`config.mk`:
```
export PLATFORM = sky130hd
export DESIGN_NAME = keypad_password_lock
export DESIGN_NICKNAME = d
export VERILOG_FILES = /design/src/sv/kpl_pkg.sv /design/src/sv/kpl_ram.sv /design/src/sv/keypad_password_lock.sv
export VERILOG_INCLUDE_DIRS = /design/src /design/src/sv
export SDC_FILE = /design/constraint.sdc
export NUM_CORES = 1
export LEC_CHECK = 0
export BUFFER_PORTS_ARGS = -buffer_cell sky130_fd_sc_hd__buf_2
export CAP_MARGIN = 40
export CORE_MARGIN = 2
export CORE_UTILIZATION = 58
export DETAILED_ROUTE_END_ITERATION = 10
export PLACE_DENSITY = 0.83
export SYNTH_ARGS = -nofsm -noshare
export SYNTH_HDL_FRONTEND = slang
export SYNTH_HIERARCHICAL = 1
export SYNTH_SLANG_ARGS = --single-unit
export TNS_END_PERCENT = 100
```
`constraint.sdc`:
```
create_clock -name i_clk -period 3.4 [get_ports i_clk]
set_input_delay 0.34 -clock i_clk [delete_from_list [all_inputs] [get_ports i_clk]]
set_output_delay 0.34 -clock i_clk [all_outputs]
set_load 0.01 [all_outputs]
```
`src/sv/keypad_password_lock_assert.svh`:
```
// ----------------------------------------------------------------------------
// keypad_password_lock_assert.svh
// Assertion macros shared by the keypad lock RTL.
// ----------------------------------------------------------------------------
`ifndef KEYPAD_PASSWORD_LOCK_ASSERT_SVH
`define KEYPAD_PASSWORD_LOCK_ASSERT_SVH

// same-cycle implication, disabled while reset is held
`define KPL_ASSERT_NOW(label, clk, rst_n, ante, cons) \
    label: assert property (@(posedge clk) disable iff (!(rst_n)) (ante) |-> (cons)) \
        else $error("keypad lock assertion failed");

// next-cycle implication, disabled while reset is held
`define KPL_ASSERT_NEXT(label, clk, rst_n, ante, cons) \
    label: assert property (@(posedge clk) disable iff (!(rst_n)) (ante) |=> (cons)) \
        else $error("keypad lock assertion failed");

`endif

```
`src/sv/kpl_pkg.sv`:
```
// ----------------------------------------------------------------------------
// kpl_pkg
// Types and constants of the keypad password lock.
// ----------------------------------------------------------------------------
package kpl_pkg;

    localparam logic [7:0] KEY_NONE   = 8'hFF;
    localparam logic [7:0] KEY_EQUALS = 8'h3D;

    localparam logic [3:0] TRIES_RESET = 4'd3;

    typedef enum logic [2:0] {
        EV_IGNORED = 3'd0,
        EV_DIGIT   = 3'd1,
        EV_STORED  = 3'd2,
        EV_GRANTED = 3'd3,
        EV_WRONG   = 3'd4,
        EV_LOCKED  = 3'd5
    } t_event;

    typedef enum logic [2:0] {
        PH_SET    = 3'b001,
        PH_CHECK  = 3'b010,
        PH_LOCKED = 3'b100
    } t_phase;

endpackage

```
`src/sv/kpl_ram.sv`:
```
// ----------------------------------------------------------------------------
// kpl_ram
// Generic simple dual-port RAM: one write port, one registered read port.
// ----------------------------------------------------------------------------
module kpl_ram #(
    parameter int WIDTH = 8,
    parameter int DEPTH = 4
) (
    input  logic                                   i_clk,
    input  logic                                   i_we,
    input  logic [(DEPTH > 1 ? $clog2(DEPTH) : 1)-1:0] i_waddr,
    input  logic [WIDTH-1:0]                       i_wdata,
    input  logic                                   i_re,
    input  logic [(DEPTH > 1 ? $clog2(DEPTH) : 1)-1:0] i_raddr,
    output logic [WIDTH-1:0]                       o_rdata
);

    logic [WIDTH-1:0] r_mem [DEPTH];
    logic [WIDTH-1:0] r_rdata;

    always_ff @(posedge i_clk) begin
        if (i_we) begin
            r_mem[i_waddr] <= i_wdata;
        end
        // read data holds while no read is issued
        if (i_re) begin
            r_rdata <= r_mem[i_raddr];
        end
    end

    assign o_rdata = r_rdata;

endmodule

```
`src/sv/keypad_password_lock.sv`:
```
// ----------------------------------------------------------------------------
// keypad_password_lock
// Keypad combination lock: stores a password, then checks entries against it.
// ----------------------------------------------------------------------------
// Usage:
//  - Input channel (i_valid / o_stall / i_key_code): one key code per
//    transaction. 0xFF (no key) and '=' are ignored but still give a result.
//  - Output channel (o_valid / i_stall / o_event_res ...): exactly one result
//    transaction per input transaction, in order.
//  - Config: i_cfg_we writes i_cfg_data into tries_allowed. Write only while
//    idle; the value is loaded at the next reload of the tries count.
//  - Throughput: one key per cycle while the receiver does not stall. A
//    key is taken into the front register, which starts the password read;
//    compare and state update results load from it into the output register.
//  - Reset (synchronous, i_rst_n low): setting phase, position 0, tries
//    count and tries_allowed at 3, pipeline empty. Password memory is not
//    cleared; every entry is written before the first check.
//  - Receiver stall: the output register holds; the front stage keeps its
//    transaction and o_stall rises once both are full.
// ----------------------------------------------------------------------------
module keypad_password_lock #(
    parameter int NUM_DIGITS = 4
) (
    input  logic       i_clk,
    input  logic       i_rst_n,
    // configuration
    input  logic       i_cfg_we,
    input  logic [3:0] i_cfg_data,
    // input channel
    input  logic       i_valid,
    output logic       o_stall,
    input  logic [7:0] i_key_code,
    // output channel
    output logic       o_valid,
    input  logic       i_stall,
    output logic [2:0] o_event_res,
    output logic [3:0] o_digit_position,
    output logic [7:0] o_entered_key,
    output logic [3:0] o_tries_remaining
);

    localparam int AW = (NUM_DIGITS > 1) ? $clog2(NUM_DIGITS) : 1;
    localparam logic [AW-1:0] LAST_POS = AW'(NUM_DIGITS - 1);

    // ------------------------------------------------------------------
    // Config register
    // ------------------------------------------------------------------
    logic [3:0] r_tries_allowed;
    logic [3:0] reload;

    always_ff @(posedge i_clk) begin
        if (!i_rst_n) begin
            r_tries_allowed <= kpl_pkg::TRIES_RESET;
        end else if (i_cfg_we) begin
            r_tries_allowed <= i_cfg_data;
        end
    end

    // zero is taken as one: first wrong entry locks
    assign reload = (r_tries_allowed == 4'd0) ? 4'd1 : r_tries_allowed;

    // ------------------------------------------------------------------
    // Handshake / pipeline flow
    // ------------------------------------------------------------------
    logic r_s1_valid;
    logic r_out_valid;
    logic out_adv;      // output register may load
    logic s1_free;      // front stage may take a new key
    logic in_acc;

    assign out_adv = !r_out_valid || !i_stall;
    assign s1_free = !r_s1_valid || out_adv;
    assign o_stall = !s1_free;
    assign in_acc  = i_valid && s1_free;

    // ------------------------------------------------------------------
    // Front stage: position tracking, password write, compare read.
    // Position sequencing does not depend on the compare outcome, so it
    // runs here and the memory address is known at accept time. After a
    // lock the front keeps counting but the back stage ignores it.
    // ------------------------------------------------------------------
    logic [AW-1:0] r_pos;
    logic          r_front_set;    // still collecting the password
    logic          key_ign;
    logic          pos_last;
    logic          ram_we;
    logic [7:0]    ram_rdata;

    assign key_ign  = (i_key_code == kpl_pkg::KEY_NONE) ||
                      (i_key_code == kpl_pkg::KEY_EQUALS);
    assign pos_last = (r_pos == LAST_POS);
    assign ram_we   = in_acc && r_front_set && !key_ign;

    always_ff @(posedge i_clk) begin
        if (!i_rst_n) begin
            r_pos       <= '0;
            r_front_set <= 1'b1;
        end else if (in_acc && !key_ign) begin
            r_pos <= pos_last ? '0 : r_pos + AW'(1);
            if (pos_last) begin
                r_front_set <= 1'b0;
            end
        end
    end

    // Writes only happen in the setting phase and reads only matter in
    // checking, so a read that meets a write of the same entry is never used;
    // any read after the last write already sees the new data.
    kpl_ram #(
        .WIDTH (8),
        .DEPTH (NUM_DIGITS)
    ) u_pw_ram (
        .i_clk   (i_clk),
        .i_we    (ram_we),
        .i_waddr (r_pos),
        .i_wdata (i_key_code),
        .i_re    (in_acc),
        .i_raddr (r_pos),
        .o_rdata (ram_rdata)
    );

    // front stage pipeline register
    logic [7:0]    r_s1_key;
    logic [AW-1:0] r_s1_pos;
    logic          r_s1_ign;
    logic          r_s1_last;

    always_ff @(posedge i_clk) begin
        if (!i_rst_n) begin
            r_s1_valid <= 1'b0;
        end else if (s1_free) begin
            r_s1_valid <= i_valid;
        end
    end

    always_ff @(posedge i_clk) begin
        if (in_acc) begin
            r_s1_key  <= i_key_code;
            r_s1_pos  <= r_pos;
            r_s1_ign  <= key_ign;
            r_s1_last <= pos_last;
        end
    end

    // ------------------------------------------------------------------
    // Back stage: compare, mismatch / tries / phase update, build result
    // ------------------------------------------------------------------
    kpl_pkg::t_phase r_phase, n_phase;
    logic            r_mismatch, n_mismatch;
    logic [3:0]      r_tries_left, n_tries_left;
    kpl_pkg::t_event res_event;
    logic [3:0]      res_pos;
    logic [7:0]      res_key;
    logic [3:0]      res_tries;
    logic            mism;
    logic            back_go;

    assign back_go = r_s1_valid && out_adv;
    assign mism    = r_mismatch || (ram_rdata != r_s1_key);

    always_comb begin
        n_phase      = r_phase;
        n_mismatch   = r_mismatch;
        n_tries_left = r_tries_left;
        res_event    = kpl_pkg::EV_LOCKED;
        res_pos      = 4'd0;
        res_key      = 8'd0;
        res_tries    = 4'd0;
        unique case (r_phase)
            kpl_pkg::PH_SET: begin
                if (r_s1_ign) begin
                    res_event = kpl_pkg::EV_IGNORED;
                    res_tries = r_tries_left;
                end else begin
                    res_pos = 4'(r_s1_pos);
                    res_key = r_s1_key;
                    if (r_s1_last) begin
                        n_phase      = kpl_pkg::PH_CHECK;
                        n_tries_left = reload;
                        res_event    = kpl_pkg::EV_STORED;
                        res_tries    = reload;
                    end else begin
                        res_event = kpl_pkg::EV_DIGIT;
                        res_tries = r_tries_left;
                    end
                end
            end
            kpl_pkg::PH_CHECK: begin
                if (r_s1_ign) begin
                    res_event = kpl_pkg::EV_IGNORED;
                    res_tries = r_tries_left;
                end else begin
                    res_pos = 4'(r_s1_pos);
                    res_key = r_s1_key;
                    if (!r_s1_last) begin
                        n_mismatch = mism;
                        res_event  = kpl_pkg::EV_DIGIT;
                        res_tries  = r_tries_left;
                    end else if (!mism) begin
                        n_tries_left = reload;
                        res_event    = kpl_pkg::EV_GRANTED;
                        res_tries    = reload;
                    end else if (r_tries_left <= 4'd1) begin
                        n_mismatch   = 1'b0;
                        n_tries_left = 4'd0;
                        n_phase      = kpl_pkg::PH_LOCKED;
                        res_event    = kpl_pkg::EV_LOCKED;
                        res_tries    = 4'd0;
                    end else begin
                        n_mismatch   = 1'b0;
                        n_tries_left = r_tries_left - 4'd1;
                        res_event    = kpl_pkg::EV_WRONG;
                        res_tries    = r_tries_left - 4'd1;
                    end
                end
            end
            default: begin
                // locked for good: defaults already give the locked result
            end
        endcase
    end

    always_ff @(posedge i_clk) begin
        if (!i_rst_n) begin
            r_phase      <= kpl_pkg::PH_SET;
            r_mismatch   <= 1'b0;
            r_tries_left <= kpl_pkg::TRIES_RESET;
        end else if (back_go) begin
            r_phase      <= n_phase;
            r_mismatch   <= n_mismatch;
            r_tries_left <= n_tries_left;
        end
    end

    // ------------------------------------------------------------------
    // Output register
    // ------------------------------------------------------------------
    kpl_pkg::t_event r_out_event;
    logic [3:0]      r_out_pos;
    logic [7:0]      r_out_key;
    logic [3:0]      r_out_tries;

    always_ff @(posedge i_clk) begin
        if (!i_rst_n) begin
            r_out_valid <= 1'b0;
        end else if (out_adv) begin
            r_out_valid <= r_s1_valid;
        end
    end

    always_ff @(posedge i_clk) begin
        if (back_go) begin
            r_out_event <= res_event;
            r_out_pos   <= res_pos;
            r_out_key   <= res_key;
            r_out_tries <= res_tries;
        end
    end

    assign o_valid           = r_out_valid;
    assign o_event_res       = r_out_event;
    assign o_digit_position  = r_out_pos;
    assign o_entered_key     = r_out_key;
    assign o_tries_remaining = r_out_tries;

    // ------------------------------------------------------------------
    // Assertions
    // ------------------------------------------------------------------
    logic out_locked;
    logic phase_locked;

    assign out_locked   = o_valid && (o_event_res == kpl_pkg::EV_LOCKED);
    assign phase_locked = (r_phase == kpl_pkg::PH_LOCKED);

`include "keypad_password_lock_assert.svh"

    `KPL_ASSERT_NOW(a_locked_zero_tries, i_clk, i_rst_n, out_locked, o_tries_remaining == 4'd0)
    `KPL_ASSERT_NEXT(a_lock_sticks, i_clk, i_rst_n, phase_locked, phase_locked)
    `KPL_ASSERT_NEXT(a_front_set_once, i_clk, i_rst_n, !r_front_set, !r_front_set)
    `KPL_ASSERT_NOW(a_front_not_ahead, i_clk, i_rst_n, r_front_set, r_phase == kpl_pkg::PH_SET)

endmodule

```
==> metrics.txt, run 1 <==
clock sink total=86; IO buf count=35; Die Y=82.44 µm; type of the most critical hold path=in -> reg; gr usage total=0.1942; Layout Cells excl Fill=363; H-tree levels=3; later-pin clock latency in the skew report=0.35 ns; WL final=5.795 mm; Final Util=0.6695; area grow syn2layout=11.08%; Via density=5.565; crit-path max FO=21; Synth Cell Area=3568 µm²; Starting Density=0.6027; P_leak=1.477 nW; Final #Nets=303; Synth Instances=243; initial antenna violation count=0; drc violations=0; number of synthesized flops with an enable pin=69; Placed Cells incl. Taps=347; Hold Crit Depth=3; Setup CP Type=reg -> reg; CP endpoint kind=register; final setup fails=0; Ports=38; worst rel slew slack=0.4878; Flop pwr share=0.618; Synth cell types=45; Power Density=504.2 nW/µm²; ANT cells=0; first-pass GRT wire length=9.425 mm; GPL Wtd Cong=0.9012; sequential fraction of the synthesis area=0.6760; commonest non-fill, non-tap cell in the layout=edfxtp_1; Die ar.=6796 µm²; outcome=finished clean; largest net degree at the start of global routing=22; share of cells above drive strength 1=0.2396; top area cells in the synthesized netlist=edfxtp_1 (58%), dfxtp_1 (9.5%), mux4_2 (5.0%), mux2i_1 (2.5%), xor2_1 (2.2%); Hold Buf Count CTS=0; fillers=434; Primary FF master, synth=edfxtp_1; crit path DAT=2.32 ns; via count=2020; first-pass iteration count of the detailed router=4; yosys warns=6; Max Clk Rate=431.7 MHz; Core Box Area=5921 µm²; total congestion overflow=0; die span in x=82.44 µm; Root Buffer Master=clkbuf_8; Worst Skew=0.004364 ns; Sw Share=0.2311; Synth Area per Inst=14.68 µm²; minimum clock period=2.316 ns; Clock Pin Slew Worst Setup and Hold Paths=0.08 ns; Max Slew Vio Count=0; vias in the first global route=1912; CP required=3.40 ns; cell taking the most area after synthesis=edfxtp_1; Wirelength per Cell=15.96 µm; CP Launch Type=register; Final Hold Vio Count=0; Post-DP HPWL=4.124 mm; num rows=28; 1st-iter DRT viols=143; RSZ-0062 raised after global routing=false; commonest cells after routing, fill and taps aside=edfxtp_1 (69), buf_2 (35), dfxtp_1 (17); share of flip-flops with an asynchronous set or reset=0; CTS tree=built; measured slew at the worst slew-check pin=0.7673 ns; sw power=0.4618 mW; Bufs on Longest Clock Path=2; clock power share=0.303; Gate power share=0.079; post-route ant nets=0; Max Cap Viol=0; postcts setup bufs=0; final worst path period share=0.6813; VDD IR-drop max=0.3588 mV; register bit count reported by yosys=86; setup TNS=0 ns; Internal=1.537 mW; Worst R2R Path Depth=6; area fraction of the dominant cell type after synthesis=0.5806; Num CTS Buffers=9; post-cts resize count=0
[power by group through the flow]
| stage | Sequential, mW | Clock, mW | Combinational (mW) |
|---|---|---|---|
| after global placement | 1.26 | 0 | 0.152 |
| after global routing | 1.24 | 0.657 | 0.177 |
| after CTS | 1.24 | 0.617 | 0.159 |
| after floorplan | 1.25 | 0 | 0.113 |
| final | 1.23 | 0.606 | 0.158 |
| after detailed placement | 1.26 | 0 | 0.159 |
[layout make-up]
class	instances	area [µm²]	area share
multi-input combinational	144	1084	0.2734
clock inverter	6	37.54	0.009470
inverter	5	18.77	0.004735
timing repair buffer	37	190.2	0.04798
tap	75	93.84	0.02367
sequential	86	2412	0.6086
clock buffer	10	127.6	0.03220
[logic make-up (layout without fill, tap and decap cells)]
family,count (synthesis),in the layout,synth area share
mux,19,19,0.08205
other cells,1,2,0.001051
fa+ha+maj,3,3,0.01052
buf+inv,14,58,0.02138
xor+xnor,10,10,0.02455
flops,86,86,0.6760
simple gates,83,83,0.1294
compound gates,27,27,0.05505
[worst max-delay path, cell delays in order (launching register included)]
cell,delay [ns]
dfxtp_1,0.33
and3_1,0.20
nor2b_1,0.14
buf_4,0.28
nor2b_1,0.36
and2_1,0.23
and3b_1,0.43
[path summary, 6_finish.rpt]
| path | from | to | slack, ns |
|---|---|---|---|
| setup / recovery | r_s1_valid$_SDFFE_PN0N_ | u_pw_ram/r_mem[1][5]$_DFFE_PP_ | 1.08 |
| hold / removal | i_cfg_data[0] | r_tries_allowed[0]$_SDFFE_PN1P_ | 0.20 |
| setup reg to reg | r_s1_valid$_SDFFE_PN0N_ | u_pw_ram/r_mem[1][5]$_DFFE_PP_ | 1.08 |
| hold reg to reg | r_tries_allowed[0]$_SDFFE_PN1P_ | r_tries_allowed[0]$_SDFFE_PN1P_ | 0.48 |
[synth_stat cells, types with 4 or more instances]
master,n
xor2_1,9
and2_1,11
mux4_2,8
mux2i_1,9
dfxtp_1,17
and3_1,5
o21ai_0,4
nand2_1,16
edfxtp_1,69
nor2b_1,10
nand3_1,7
inv_1,5
nor3_1,5
clkbuf_1,4
nor2_1,12
[sequential cells by signal, summed over array words and instances, names as in the netlist]
register           count
r_tries_allowed        4
o_valid                1
r_pos                  2
o_tries_remaining      4
o_digit_position       2
u_pw_ram/r_mem        32
r_tries_left           4
u_pw_ram/o_rdata       8
r_front_set            1
o_entered_key          8
o_event_res            3
r_s1_last              1
r_mismatch             1
r_phase                3
r_s1_valid             1
r_s1_key               8
r_s1_pos               2
r_s1_ign               1
[layer usage]
metal,global-route usage,vias up,routed length [µm]
met5,0,-,0
li1,-,988,-
met2,0.3040,58,2860
met4,0.08000,0,87
met3,0.05109,9,278
met1,0.2600,965,2568
[per-stage QoR]
step | hold WS, ns | setup slack [ns] | area, µm² | power (mW)
2_1_floorplan | 0.4334 | 0.2274 | 3572 | 1.363
4_1_cts | 0.2017 | 1.079 | 3964 | 2.012
5_1_grt | 0.2076 | 0.8977 | 3964 | 2.076
6_report | 0.2042 | 1.084 | 3964 | 1.999
3_3_place_gp | 0.4535 | 1.048 | 3799 | 1.409
3_5_place_dp | 0.4634 | 0.9203 | 3799 | 1.418
Power figures use the tool's default switching activity.
==> inputs of run 2 (changes only) <==
--- a/config.mk
+++ b/config.mk
@@ -9,9 +9,9 @@
 export BUFFER_PORTS_ARGS = -buffer_cell sky130_fd_sc_hd__buf_2
 export CAP_MARGIN = 40
 export CORE_MARGIN = 2
-export CORE_UTILIZATION = 58
+export CORE_UTILIZATION = 52
 export DETAILED_ROUTE_END_ITERATION = 10
-export PLACE_DENSITY = 0.83
+export PLACE_DENSITY = 0.79
 export SYNTH_ARGS = -nofsm -noshare
 export SYNTH_HDL_FRONTEND = slang
 export SYNTH_HIERARCHICAL = 1
==> constraint.sdc (replaced) <==
create_clock -name i_clk -period 1.95 [get_ports i_clk]
set_input_delay 0.195 -clock i_clk [delete_from_list [all_inputs] [get_ports i_clk]]
set_output_delay 0.195 -clock i_clk [all_outputs]
set_load 0.01 [all_outputs]
==> run 2 against run 1 <==
Maximum frequency increased by 26%. Cell count increased by 4.7%. Critical path depth decreased by 1. Total power grew 89%. Highest routed layer unchanged. Wire length increased by 7.6%. Non-clock buffer count increased by 13. Largest power group unchanged.
==> metrics.txt, run 2 (same netlist as run 1, synthesis figures left out) <==
Starting Density=0.5311 (-0.07161); post-route ant nets=0 (unchanged); worst rel slew slack=0.5318 (+0.04398); Power Density=907.5 nW/µm² (+80%); area grow syn2layout=16.76%; 1st-iter DRT viols=176 (+23%); clock power share=0.349 (+0.046); Wirelength per Cell=16.41 µm (+2.8%); total congestion overflow=0 (unchanged); share of cells above drive strength 1=0.3167 (+0.07708); Max Cap Viol=0 (unchanged); Worst Skew=0.007705 ns (+0.003342 ns); Internal=2.962 mW (+93%); commonest cells after routing, fill and taps aside=edfxtp_1 (69), buf_2 (35), nand2_1 (16); Flop pwr share=0.567 (-0.051); CP required=2.03 ns (-1.37 ns); clock sink total=86 (unchanged); max FFs per register=32 (unchanged); postcts setup bufs=0 (unchanged); Num CTS Buffers=9 (unchanged); RSZ-0062 raised after global routing=false; Area after DPL=3939 µm² (+3.7%); Clock Pin Slew Worst Setup and Hold Paths=0.08 ns (about the same); final worst path period share=0.9432 (+0.2620); largest net degree at the start of global routing=21 (-4.5%); crit path DAT=1.92 ns (-0.40 ns); Layout Cells excl Fill=380 (+4.7%); first-pass GRT wire length=10.04 mm (+6.5%); Crit path max-delay family=simple AND/OR/NAND/NOR gates; Die Y=86.84 µm (+5.3%); Max Clk Rate=543.7 MHz (+26%); VDD IR-drop max=0.4548 mV (+27%); type of the most critical hold path=in -> reg; first-pass iteration count of the detailed router=4 (unchanged); Via density=5.489 (-1.4%); largest register by flop count=u_pw_ram/r_mem; worst hold slack=0.06658 ns (-0.1376 ns); sw power=0.8195 mW (+77%); num rows=30 (+7.1%); Die ar.=7541 µm² (+11%); Post-DP HPWL=4.434 mm (+7.5%); commonest non-fill, non-tap cell in the layout=edfxtp_1; minimum clock period=1.839 ns (-0.4770 ns); WL final=6.234 mm (+7.6%); vias in the first global route=1984 (+3.8%); via count=2086 (+3.3%); CP endpoint kind=register; Core Box Area=6719 µm² (+13%); post-route cell area=4167 µm² (+5.1%); Final Util=0.6201 (-0.04937); Gate power share=0.085 (+0.006); Placed Cells incl. Taps=365 (+5.2%); Ports=38 (unchanged); Setup CP Type=reg -> reg; CTS tree=built; measured slew at the worst slew-check pin=0.7014 ns (-0.06589 ns); Bufs on Longest Clock Path=2 (unchanged); P_leak=1.576 nW (+6.7%); die span in x=86.84 µm (+5.3%); Final #Nets=316 (+4.3%); Root Buffer Master=clkbuf_8; Max Slew Vio Count=0 (unchanged); H-tree levels=3 (unchanged); CP Launch Type=register; slowest CP cell=edfxtp_1; worst path cell trace=xor2_1 > nor4_2 > and3_4 > mux2i_1 > o211ai_1; ANT cells=0 (unchanged); gr usage total=0.1804 (-0.01376); CP Buf/Inv Count=0 (-1); initial antenna violation count=0 (unchanged); largest stage delay on the critical path=0.41 ns (-0.02 ns); Sw Share=0.2167 (-0.01434); crit-path max FO=5 (-76%); drc violations=0 (unchanged); final setup fails=0 (unchanged); Final Hold Vio Count=0 (unchanged); IO buf count=35 (unchanged); GPL Wtd Cong=0.9020 (about the same); outcome=finished clean; later-pin clock latency in the skew report=0.34 ns (about the same)
==> run 2: layout make-up <==
class,instances,area (µm²)
repair buffers,50,287.8
flip-flops and latches,86,2415
well taps,80,100.1
multi-input cells,144,1132
inverters,5,18.77
fillers,487,2552
clock buffers,10,127.6
clock inverters,5,85.08
==> run 2: power groups by stage <==
stage,clock network [mW],logic (mW),registers (mW)
2_1_floorplan,0,0.204,2.18
3_3_place_gp,0,0.309,2.18
3_5_place_dp,0,0.320,2.19
4_1_cts,1.34,0.321,2.14
5_1_grt,1.42,0.354,2.15
6_report,1.32,0.320,2.14
==> run 2: path summary, 6_finish.rpt <==
check                                                        to                            start  slack [ns]  cells past startpoint
worst max-delay path             o_tries_remaining[0]$_DFFE_PP_            r_s1_key[3]$_DFFE_PP_        0.11                      5
worst min-delay path            r_tries_allowed[1]$_SDFFE_PN1P_                    i_cfg_data[1]        0.07                      3
worst max register to register   o_tries_remaining[0]$_DFFE_PP_            r_s1_key[3]$_DFFE_PP_        0.11                      5
worst min register to register  r_tries_allowed[0]$_SDFFE_PN1P_  r_tries_allowed[0]$_SDFFE_PN1P_        0.47                      2
==> run 2: routing by layer <==
layer  wire length (µm)  track usage  part of all wire  up-vias
li1                   -            -                 -     1008
met1               2850       0.2510              0.46      999
met2               2922       0.2679              0.47       73
met3                384      0.04476             0.062        6
met4                 77      0.08523             0.012        0
met5                  0            0                 0        -
==> run 2: stage by stage <==
stage          setup TNS, ns  total power [mW]  worst slack, ns
2_1_floorplan        -0.2386             2.385         -0.02982
5_1_grt                    0             3.926        0.0009894
6_report                   0             3.781           0.1107
3_5_place_dp               0             2.506          0.02005
4_1_cts                    0             3.809          0.04775
3_3_place_gp               0             2.487          0.05889
==> run 2: tightest hold or removal path, delay by kind of cell <==
family,cells,cell delay (ns)
and+or+nand+nor,1,0.06
muxes,1,0.05
buffers and inverters,1,0.07
==> run 2: repair_timing <==
item                       in CTS  in global routing
setup endpoints to repair       1                  3
resized for setup               1                  5
pin swaps                       0                  1
hold buffers                    0                  0
==> inputs of run 3 (changes only) <==
--- a/config.mk
+++ b/config.mk
@@ -9,9 +9,9 @@
 export BUFFER_PORTS_ARGS = -buffer_cell sky130_fd_sc_hd__buf_2
 export CAP_MARGIN = 40
 export CORE_MARGIN = 2
-export CORE_UTILIZATION = 52
+export CORE_UTILIZATION = 62
 export DETAILED_ROUTE_END_ITERATION = 10
-export PLACE_DENSITY = 0.79
+export PLACE_DENSITY = 0.87
 export SYNTH_ARGS = -nofsm -noshare
 export SYNTH_HDL_FRONTEND = slang
 export SYNTH_HIERARCHICAL = 1
==> constraint.sdc (replaced) <==
create_clock -name i_clk -period 2.4 [get_ports i_clk]
set_input_delay 0.24 -clock i_clk [delete_from_list [all_inputs] [get_ports i_clk]]
set_output_delay 0.24 -clock i_clk [all_outputs]
set_load 0.01 [all_outputs]
==> run 3 against run 2 <==
Largest cell class unchanged. Global-route usage grew 3.1 points. Maximum frequency shrank 10%. Via count grew 1.1%. Critical path type unchanged. Combinational power shrank 29%. Total power shrank 24%.
==> metrics.txt, run 3 (same netlist as run 1, synthesis figures left out) <==
outcome=finished clean; crit path DAT=2.15 ns (+0.23 ns); die span in x=79.87 µm (-8.0%); reg2reg end=o_tries_remaining[0]$_DFFE_PP_; P_leak=1.489 nW (-5.5%); gr usage total=0.2115 (+0.03102); CP required=2.49 ns (+0.46 ns); Wirelength per Cell=17.06 µm (+4.0%); measured slew at the worst slew-check pin=0.8041 ns (+0.1027 ns); drc violations=0 (unchanged); final worst path period share=0.8550 (-0.08827); Post-DP HPWL=4.166 mm (-6.0%); 1st-iter DRT viols=204 (+16%); Max Cap Viol=0 (unchanged); type of the most critical hold path=in -> reg; Worst Skew=0.01017 ns (+0.002470 ns); CTS tree=built; met3 Usage GRT=0.04977 (+0.005012); Final Util=0.7200 (+0.09985); HP Start=i_cfg_data[1]; post-cts resize count=0 (-1); total power=2.881 mW (-24%); Final Hold Vio Count=0 (unchanged); Die Y=79.87 µm (-8.0%); initial antenna violation count=0 (unchanged); Power Density=722.2 nW/µm² (-20%); Place WS=0.3116 ns (+0.2915 ns); share of cells above drive strength 1=0.2630 (-0.05369); commonest non-fill, non-tap cell in the layout=edfxtp_1; Worst R2R Path Depth=5 (unchanged); Die ar.=6378 µm² (-15%); Root Buffer Master=clkbuf_8; Max Slew Vio Count=0 (unchanged); Num CTS Buffers=9 (unchanged); met2 usage=0.3437 (+0.07583); Hold Crit Depth=3 (unchanged); num rows=27 (-10%); H-tree levels=3 (unchanged); Starting Density=0.6441 (+0.1130); minimum clock period=2.052 ns (+0.2126 ns); Clock Pin Slew Worst Setup and Hold Paths=0.08 ns (about the same); Hold Buf Count CTS=0 (unchanged); CP endpoint kind=register; setup TNS=0 ns (unchanged); via count=2108 (+1.1%); total congestion overflow=0 (unchanged); clock sink total=86 (unchanged); max FFs per register=32 (unchanged); fillers=388 (-20%); RSZ-0062 raised after global routing=false; area grow syn2layout=11.78%; WL final=6.157 mm (-1.2%); final setup fails=0 (unchanged); Bufs on Longest Clock Path=2 (unchanged); IO buf count=35 (unchanged); Final #Nets=304 (-3.8%); worst hold endpoint=r_tries_allowed[1]$_SDFFE_PN1P_; R2R Setup Slk=0.35 ns (+0.24 ns); Core Box Area=5540 µm² (-18%); later-pin clock latency in the skew report=0.35 ns (about the same); Setup WS post-layout=0.3481 ns (+0.2374 ns); Max Clk Rate=487.4 MHz (-10%); met1 Resource Use GR=0.2739 (+0.02297); layer with the highest usage=met2; post-route ant nets=0 (unchanged); Setup CP Type=reg -> reg; first-pass iteration count of the detailed router=4 (unchanged); worst rel slew slack=0.4632 (-0.06855); VDD IR-drop max=0.5424 mV (+19%); largest register by flop count=u_pw_ram/r_mem; Reg2Reg Launch Point=r_s1_key[5]$_DFFE_PP_; crit-path max FO=8 (+3); first-pass GRT wire length=9.929 mm (-1.1%); largest net degree at the start of global routing=21 (unchanged); Ports=38 (unchanged); GPL Wtd Cong=0.8448 (-6.3%); commonest cells after routing, fill and taps aside=edfxtp_1 (69), buf_2 (35), dfxtp_1 (17); postcts setup bufs=0 (unchanged); vias in the first global route=2028 (+2.2%); ANT cells=0 (unchanged); CP Launch Type=register; Layout Cells excl Fill=361 (-5.0%); Placed Cells incl. Taps=345 (-5.5%); Via density=5.839 (+6.4%)
[run 3: cell type report]
cell class / instances / area (µm²) / share of cell area
Clock buffer: 9 / 123.9 / 0.03105
Clock inverter: 7 / 50.05 / 0.01255
Inverter: 5 / 18.77 / 0.004705
Multi-Input combinational cell: 144 / 1096 / 0.2748
Sequential cell: 86 / 2412 / 0.6048
Tap cell: 72 / 90.09 / 0.02258
Timing Repair Buffer: 38 / 197.7 / 0.04956
[run 3: per-layer routing]
metal / share of wire / vias up / wire length, µm
met1: 0.41 / 1001 / 2550
met4: 0.021 / 0 / 132
met2: 0.49 / 100 / 3031
li1: - / 989 / -
met3: 0.072 / 18 / 442
met5: 0 / - / 0
[run 3: through the flow]
step | hold WS, ns | instance area [µm²]
final | 0.1036 | 3989
after global routing | 0.1155 | 3989
after CTS | 0.09039 | 3989
after detailed placement | 0.4612 | 3815
after global placement | 0.4492 | 3815
after floorplan | 0.3389 | 3585
[run 3: worst max-delay path, stage by stage (launching register included)]
cell and delay, ns:
edfxtp_1 0.42, xor2_1 0.19, nor4_2 0.35, and3_1 0.41
mux2i_1 0.30, o211ai_1 0.12
[run 3: how the worst max path moves through the flow]
| stage | startpoint | to | cells past startpoint |
|---|---|---|---|
| floorplan | o_valid$_SDFFE_PN0P_ | u_pw_ram/r_mem[0][0]$_DFFE_PP_ | 5 |
| global placement | i_key_code[1] | u_pw_ram/r_mem[1][3]$_DFFE_PP_ | 6 |
| detailed placement | i_stall | u_pw_ram/r_mem[0][3]$_DFFE_PP_ | 6 |
| CTS | r_s1_valid$_SDFFE_PN0N_ | u_pw_ram/r_mem[0][1]$_DFFE_PP_ | 5 |
| global route | r_s1_key[5]$_DFFE_PP_ | o_tries_remaining[0]$_DFFE_PP_ | 5 |
| finish | r_s1_key[5]$_DFFE_PP_ | o_tries_remaining[0]$_DFFE_PP_ | 5 |
[run 3: power by group]
group	internal (mW)	leakage, nW	switching [mW]
Clock	0.377	0.0816	0.525
Sequential	1.70	0.792	0.0501
Combinational	0.105	0.616	0.123
Total	2.18	1.49	0.698
